===== config.mk =====
export PLATFORM = sky130hd
export DESIGN_NAME = tun_root_step
export DESIGN_NICKNAME = d
export VERILOG_FILES = /design/src/rtl/tun_pkg.sv /design/src/rtl/tun_root_step.sv
export SDC_FILE = /design/constraint.sdc
export NUM_CORES = 1
export LEC_CHECK = 0
export BUFFER_PORTS_ARGS = -buffer_cell sky130_fd_sc_hd__buf_2
export CAP_MARGIN = 10
export CORE_ASPECT_RATIO = 0.5
export CORE_MARGIN = 4
export CORE_UTILIZATION = 30
export CTS_CLUSTER_DIAMETER = 120
export DETAILED_ROUTE_END_ITERATION = 7
export PLACE_DENSITY = 0.59
export SLEW_MARGIN = 20
export SYNTH_ARGS = -nofsm -noshare
export SYNTH_HDL_FRONTEND = slang
export SYNTH_SLANG_ARGS = --single-unit

===== constraint.sdc =====
create_clock -name clk_i -period 11.9 [get_ports clk_i]
set_input_delay 0.595 -clock clk_i [delete_from_list [all_inputs] [get_ports clk_i]]
set_output_delay 0.595 -clock clk_i [all_outputs]
set_load 0.05 [all_outputs]

===== src/rtl/tun_pkg.sv =====
package tun_pkg;

  localparam int COORD_W = 16;
  localparam int NORM_W  = 16;
  localparam int EDGE_W  = COORD_W + 1;
  localparam int PROD_W  = 2 * EDGE_W;
  localparam int CROSS_W = PROD_W + 1;
  localparam int MAG_W   = CROSS_W - 1;
  localparam int SUM_W   = 2 * MAG_W;
  localparam int LANES   = 3;

  typedef struct packed {
    logic signed [COORD_W-1:0] first_x;
    logic signed [COORD_W-1:0] first_y;
    logic signed [COORD_W-1:0] first_z;
    logic signed [COORD_W-1:0] second_x;
    logic signed [COORD_W-1:0] second_y;
    logic signed [COORD_W-1:0] second_z;
    logic signed [COORD_W-1:0] third_x;
    logic signed [COORD_W-1:0] third_y;
    logic signed [COORD_W-1:0] third_z;
  } tun_in_t;

  typedef struct packed {
    logic signed [NORM_W-1:0] normal_x;
    logic signed [NORM_W-1:0] normal_y;
    logic signed [NORM_W-1:0] normal_z;
    logic                     degenerate;
  } tun_out_t;

endpackage


===== src/rtl/tun_root_step.sv =====
module tun_root_step #(
  parameter int K  = 0,
  parameter int AW = 100,
  parameter int BW = 85,
  parameter int RW = 98,
  parameter int QW = 15
) (
  input  logic                 clk_i,
  input  logic                 en_i,
  input  logic [tun_pkg::SUM_W-1:0] s_i,
  input  logic [RW-1:0]        r_i,
  input  logic [AW-1:0]        a_i,
  input  logic signed [BW-1:0] b_i,
  input  logic [QW-1:0]        q_i,
  output logic [RW-1:0]        r_o,
  output logic [AW-1:0]        a_o,
  output logic signed [BW-1:0] b_o,
  output logic [QW-1:0]        q_o
);
  import tun_pkg::*;

  localparam int CW = AW + 2;

  logic signed [CW-1:0] a_s, b_s, s_s, r_s, cand;
  logic                 take;
  logic [AW-1:0]        a_d;
  logic signed [BW-1:0] b_d;
  logic [QW-1:0]        q_d;

  always_comb begin
    a_s  = signed'(CW'(a_i));
    b_s  = CW'(b_i);
    s_s  = signed'(CW'(s_i));
    r_s  = signed'(CW'(r_i));
    cand = a_s + (b_s <<< (K + 2)) + (s_s <<< (2 * K + 2));
    take = (cand <= r_s);
    a_d  = take ? AW'(cand) : a_i;
    b_d  = take ? (b_i + (signed'(BW'(s_i)) <<< (K + 1))) : b_i;
    q_d  = take ? (q_i | (QW'(1) << K)) : q_i;
  end

  always_ff @(posedge clk_i) begin
    if (en_i) begin
      r_o <= r_i;
      a_o <= a_d;
      b_o <= b_d;
      q_o <= q_d;
    end
  end

endmodule


Word-level counts from Yosys, hierarchy flattened --
Index checks and enable logic that the tools add are counted.
Word-level totals: output and inout port bits 298, bits in latches 0, flip-flop bits (word level) 298, memories 0, memory bits (read-only) 0, bits in writable memories 0, input port bits 368
Operators by class: eq/ne operators 0, bitwise logic cells 0, reduce and logical (&&, ||, !) cells 0, multipliers 0, $add $sub $neg 3, div/mod/pow operators 0, shift operators 0, multiplexer cells 2, $lt $le $gt $ge 1
Operator list (number):
- 101-bit by 87-bit adder with 102-bit output | 1
- 102-bit by 71-bit adder with 102-bit output | 1
- 102-bit by 99-bit less-or-equal comparator with 1-bit output | 1
- 100-bit 2-to-1 mux | 1
- 85-bit by 70-bit adder with 85-bit output | 1
- 85-bit 2-to-1 mux | 1

Depth between registers and ports, before layout --
Gate-level depths: netlist (run 1).
depth after elaboration 4, gate-level depth with buffers 31

Worst setup path after synthesis (run 1) --
OpenSTA, ideal clock, no wires.
path kind input to register, start point input port a_i[3], end point register a_o[23] (data pin), buffers on the path 2, arrival 6.482 ns, slack 5.156 ns, cell stages on the path 30, cells stage by stage fa_1 -> ha_1 -> inv_1 -> fa_1 -> nand2b_1 -> a211oi_2 -> o2111ai_1 -> a211oi_1 -> nor3_1 -> o21ai_2 -> a31oi_1 -> o21ai_0 -> a21bo_2 -> a21oi_1 -> o21ai_0 -> xor2_1 -> ha_1 -> nand4_1 -> nor4b_1 -> nand3_1 -> nor3_1 -> o2111ai_1 -> o2111ai_1 -> a211oi_1 -> a211oi_1 -> a311oi_2 -> a21oi_4 -> buf_6 -> buf_6 -> mux2_1
On the way: cells in the longest elaborated chain, start to end 4
RTL lines:
- from (decl) | RTL line tun_root_step.sv:12 | input logic [AW-1:0] a_i,
- 101-bit by 87-bit adder with 102-bit output (*) | RTL line tun_root_step.sv:35 | cand = a_s + (b_s <<< (K + 2)) + (s_s <<< (2 * K + 2));
- 102-bit by 71-bit adder with 102-bit output (*) | RTL line tun_root_step.sv:35
- 102-bit by 99-bit less-or-equal comparator with 1-bit output | RTL line tun_root_step.sv:36 | take = (cand <= r_s);
- 100-bit 2-to-1 mux (*) | RTL line tun_root_step.sv:37 | a_d = take ? AW'(cand) : a_i;
- via a_d[23] | RTL line tun_root_step.sv:26 | logic [AW-1:0] a_d;
- to (signal assigned) | RTL line tun_root_step.sv:45 | a_o <= a_d;
- to (decl) | RTL line tun_root_step.sv:16 | output logic [AW-1:0] a_o,
The timed path passes the listed nets; every way through them passes the cells marked *. A chain may end at the register's enable or synchronous reset.

Worst setup path in the final report (run 1) --
start point input port a_i[3], end point register a_o[47] (data pin)
Same word-level chain as after synthesis.

==> impl_metrics.csv, run 1 <==
group,metric,value,unit
sta,tightest_slew,1.091,ns
logic_synthesis,yosysTopAreaCell,"edfxtp_1",
drt,via_per_inst,5.189,
global_route,track_usage,0.2076,
power,ir_worst_vdd,82.61,uV
status,outcome,"completed",
setup_path,cp-end-kind,"flip-flop",
setup_path,max_stage_delay,0.94,ns
hold_path,hp-class,"input port to flip-flop",
global_route,grt_pass1_wl,138700,um
sta,holdWs,0.2125,ns
floorplan,dieWidth,417.3,um
drt,vias,21980,
logic_synthesis,syn_inst,2473,
logic_synthesis,synth_area_leaders,"edfxtp_1, ha_1, fa_1",
floorplan,initial_utilization,0.3053,
setup_path,critPathRequiredTime,12.20,ns
floorplan,die_h,212.6,um
logic_synthesis,syn_avg_cell_area,10.16,um2
setup_path,crit_path_max_fanout,105,
drt,wl_per_cell,22.96,um
clocking,clock_path_buffers,3,
setup_path,critical_path_class,"input port to flip-flop",
clocking,clkTransAtPathRegs,0.06,ns
logic_synthesis,async_reset_ff_frac,0,
sta,relSlewSlack,0.2730,
sta,fmax,107.9,MHz
clocking,cts_sinks,298,
final_layout,fin_area,30690,um2
global_route,grt_pass1_vias,21800,
sta,tns,0,ns
sta,drv_slew,0,
global_route,grt_max_degree,106,
setup_path,path_delay_family,"compound AO/OA/AOI/OAI gates",
global_route,grt-ovfl-total,0,
setup_path,critPathBufInv,4,
placement,port-buffer-count,665,
power,power_density,172.6,nW/um2
logic_synthesis,synth_top_area_frac,0.3561,
floorplan,num_rows,74,
clocking,cts-hold-fix-buffers,0,
setup_path,start_kind,"input port",
final_layout,stdcell_count,4236,
setup_path,arrival,9.56,ns
clocking,cts.repair.resized,0,
drt,dr.pass1.iters,6,
sta,hold_violations,0,
sta,fin_crit_sh,0.7788,
logic_synthesis,synth_flop_cell,"edfxtp_1",
global_route,antenna_found_initial,17,
logic_synthesis,ys_types,83,
final_layout,fin_nets,3835,
logic_synthesis,syn_area,25130,um2
clocking,cts_tree,"done",
clocking,post_cts_buffers,0,
setup_path,critPathSlowestCell,"buf_4",
logic_synthesis,synth_warnings,0,
final_layout,final_layout_size_suffix_gt1_frac,0.2510,
final_layout,final_common_cell,"buf_2",
drt,detail_route.iter0.violations,1879,
placement,gp_congestion,0.9712,
final_layout,areaGrowthSynthToFinish,22.12,%
placement,dp_cells,4169,
clocking,cts_made_buffers,34,
placement,hpwl,81840,um
clocking,cts_max_level,2,
final_layout,most-common-layout-cells,"buf_2, edfxtp_1, ha_1",
drt,drcViolationCount,0,
sta,setup_viol,0,
logic_synthesis,synth.net_count,3205,
logic_synthesis,ys_seq_area_frac,0.3561,
sta,rsz0062_at_grt,"no",
logic_synthesis,postSynthRegisterBits,298,
placement,placed_area,29500,um2
sta,setup_ws,2.633,ns
job,max_cap_violations,0,
power,power.leakage,0.01379,uW
logic_synthesis,synth_enable_flop_cells,298,
floorplan,pin_count,666,
floorplan,core,82310,um2
placement,dp_slack,2.211,ns
drt,drt.antenna.violating_nets,0,
sta,min_period,9.267,ns
drt,totalWireLength,97250,um
clocking,root_buffer,"clkbuf_16",
floorplan,die-area,88730,um2
cell usage after synthesis, types with 60 or more instances:
cell type / number
a21o_1: 134
a21oi_1: 231
edfxtp_1: 298
fa_1: 70
ha_1: 294
inv_1: 150
mux2_1: 83
nand2_1: 204
nand4_1: 60
nor2_1: 106
o21ai_0: 170
xnor2_1: 86
xor2_1: 87
final timing paths:
check / to / cells after the start / slack, ns / startpoint
setup / recovery: a_o[47] / 31 / 2.63 / a_i[3]
hold / removal: q_o[6] / 1 / 0.21 / q_i[6]
sequential cells by signal (all words and copies together) (netlist names):
| register | flops |
|---|---|
| r_o | 98 |
| b_o | 85 |
| a_o | 100 |
| q_o | 15 |
power by group:
part / switching (uW) / internal (uW) / total [uW] / leakage [uW]
Clock: 506 / 657 / 1160 / 0.000560
Combinational: 1850 / 834 / 2680 / 0.0103
Sequential: 54.1 / 1400 / 1460 / 0.00291
Total: 2410 / 2890 / 5300 / 0.0138
area by class of cell:
class / count / area [um2]
Inverter: 150 / 563.0
Antenna cell: 7 / 17.52
Clock inverter: 21 / 269.0
Multi-Input combinational cell: 1946 / 15220
Fill cell: 8342 / 51630
Sequential cell: 298 / 8949
Timing Repair Buffer: 673 / 3398
Tap cell: 1102 / 1379
Clock buffer: 39 / 890.9
kinds of logic (layout without fill, tap and decap cells):
group,Yosys count,after routing,share of synthesized area
compound gates,731,731,0.1829
xor+xnor,173,173,0.06030
fa+ha+maj,364,364,0.2022
buf+inv,229,883,0.03854
flops,298,298,0.3561
mux,104,104,0.04656
other cells,0,7,0
simple gates,574,574,0.1134
layer usage:
metal | global-route usage | vias up | wire length (um)
li1 | - | 10460 | -
met1 | 0.2594 | 10730 | 40200
met2 | 0.3692 | 659 | 48870
met3 | 0.03507 | 130 | 5273
met4 | 0.06187 | 8 | 2864
met5 | 0 | - | 40
metrics by stage:
stage                     total power [uW]    util
after floorplan                       3353       -
after global placement                4123  0.3584
after detailed placement              4139  0.3584
after CTS                             5329  0.3725
after global routing                  5598  0.3728
final                                 5298  0.3728
Note: power is estimated with default switching activity, not from simulation.
==> run 2, diff against run 1 <==
==> constraint.sdc (replaced) <==
create_clock -name clk_i -period 9.4 [get_ports clk_i]
set_input_delay 0.47 -clock clk_i [delete_from_list [all_inputs] [get_ports clk_i]]
set_output_delay 0.47 -clock clk_i [all_outputs]
set_load 0.05 [all_outputs]
==> run 2 against run 1 <==
Net effect: power rose by 25%; critical path depth did not move; count of clock-buffer cells in the layout fell by 1; sequential power rose by 27%; largest cell class unchanged.
==> impl_metrics.csv, run 2 (same netlist as run 1, synthesis figures left out) <==
group,metric,value,unit
floorplan,die-area,88730,um2
placement,gp_congestion,0.9346,
sta,relSlewSlack,0.3390,
clocking,cts_made_buffers,34,
setup_path,path_delay_family,"compound AO/OA/AOI/OAI gates",
clocking,post_cts_buffers,0,
sta,tns,0,ns
floorplan,num_rows,74,
status,outcome,"completed",
final_layout,largest_reg_flops,100,
final_layout,fin_nets,3841,
setup_path,critPathBufInv,4,
sta,drv_slew,0,
floorplan,initial_utilization,0.3053,
sta,hold_violations,0,
setup_path,critPathRequiredTime,9.71,ns
final_layout,final_common_cell,"buf_2",
drt,detail_route.iter0.violations,1737,
clocking,cts.repair.resized,0,
setup_path,critical_path_class,"input port to flip-flop",
floorplan,die_h,212.6,um
drt,drcViolationCount,0,
clocking,cts_tree,"done",
setup_path,critPathSlowestCell,"fa_1",
setup_path,crit_start,"a_i[3]",
global_route,track_usage,0.2098,
power,ir_worst_vdd,120.1,uV
final_layout,nFillCells,8370,
global_route,grt_max_degree,103,
final_layout,top_regs,"a_o (100), r_o (98), b_o (85)",
final_layout,top_register,"a_o",
setup_path,arrival,8.64,ns
drt,drt.antenna.violating_nets,0,
drt,totalWireLength,97730,um
floorplan,core,82310,um2
final_layout,areaGrowthSynthToFinish,22.24,%
job,max_cap_violations,0,
clocking,clkTransAtPathRegs,0.07,ns
hold_path,hp-class,"input port to flip-flop",
floorplan,dieWidth,417.3,um
global_route,grt_pass1_wl,140200,um
sta,setup_ws,1.070,ns
power,power.leakage,0.01380,uW
sta,min_period,8.330,ns
setup_path,max_stage_delay,0.53,ns
sta,tightest_slew,0.9915,ns
clocking,root_buffer,"clkbuf_16",
global_route,grt_pass1_vias,21940,
hold_path,hold_start,"q_i[6]",
final_layout,most-common-layout-cells,"buf_2, edfxtp_1, ha_1",
setup_path,cp-end-kind,"flip-flop",
sta,setup_viol,0,
drt,vias,22080,
floorplan,pin_count,666,
setup_path,crit_path_max_fanout,50,
placement,dp_slack,0.4767,ns
sta,fin_crit_sh,0.8862,
clocking,cts-hold-fix-buffers,0,
global_route,grt-ovfl-total,0,
power,power_density,216.0,nW/um2
placement,port-buffer-count,665,
final_layout,final_layout_size_suffix_gt1_frac,0.2526,
drt,via_per_inst,5.202,
placement,hpwl,82390,um
global_route,antenna_found_initial,25,
sta,rsz0062_at_grt,"no",
clocking,cts_max_level,2,
setup_path,start_kind,"input port",
drt,dr.pass1.iters,5,
sta,fmax,120.0,MHz
drt,wl_per_cell,23.03,um
clocking,clock_path_buffers,3,
clocking,cts_sinks,298,
==> run 2: cell count changes in the layout (fill, tap and decap cells not counted) <==
| cell | before | now |
|---|---|---|
| buf_12 | 0 | 4 |
| buf_4 | 8 | 10 |
| bufinv_16 | 5 | 3 |
| clkbuf_16 | 35 | 34 |
| clkinv_1 | 4 | 2 |
| clkinv_2 | 1 | 3 |
| clkinv_4 | 3 | 4 |
| clkinv_8 | 0 | 1 |
| clkinvlp_4 | 2 | 4 |
| diode_2 | 7 | 11 |
| inv_6 | 4 | 3 |
| inv_8 | 2 | 0 |
==> run 2: stage by stage <==
| stage | cell area [um2] | hold WS, ns | std cells | total power [uW] | util |
|---|---|---|---|---|---|
| detailed placement | 29590 | 0.6485 | 4175 | 5259 | 0.3595 |
| floorplan | 25130 | 0.5689 | 2473 | 4244 | - |
| global placement | 29590 | 0.6473 | 4175 | 5232 | 0.3595 |
| global route | 30710 | 0.05857 | 4242 | 7006 | 0.3731 |
| finish | 30720 | 0.07953 | 4244 | 6636 | 0.3732 |
| CTS | 30680 | 0.04290 | 4233 | 6676 | 0.3727 |
==> run 2: metal layers <==
metal / wire length (um) / GRT usage / part of all wire
met2: 50050 / 0.3820 / 0.51
met1: 39850 / 0.2560 / 0.41
met3: 5109 / 0.03419 / 0.052
met5: 87 / 0 / 0.00089
met4: 2634 / 0.06211 / 0.027
==> run 2: final timing paths <==
path / end / slack (ns) / depth (start not counted)
max: a_o[63] / 1.07 / 31
min: q_o[6] / 0.08 / 1
==> run 2: where the power goes <==
group / internal, uW / total [uW] / switching (uW)
clock: 757 / 1390 / 632
combinational: 1070 / 3390 / 2320
sequential: 1780 / 1850 / 79.3
total: 3600 / 6640 / 3030
==> run 2: area by class of cell <==
cell class                 count  area, um2  share of cell area
clock inverter                20      220.2            0.007169
inverter                     150      563.0             0.01833
clock buffer                  38      865.8             0.02819
tap                         1102       1379             0.04489
multi-input combinational   1946      15220              0.4955
timing repair buffer         679       3493              0.1137
sequential                   298       8949              0.2913
antenna                       11      27.53           0.0008961
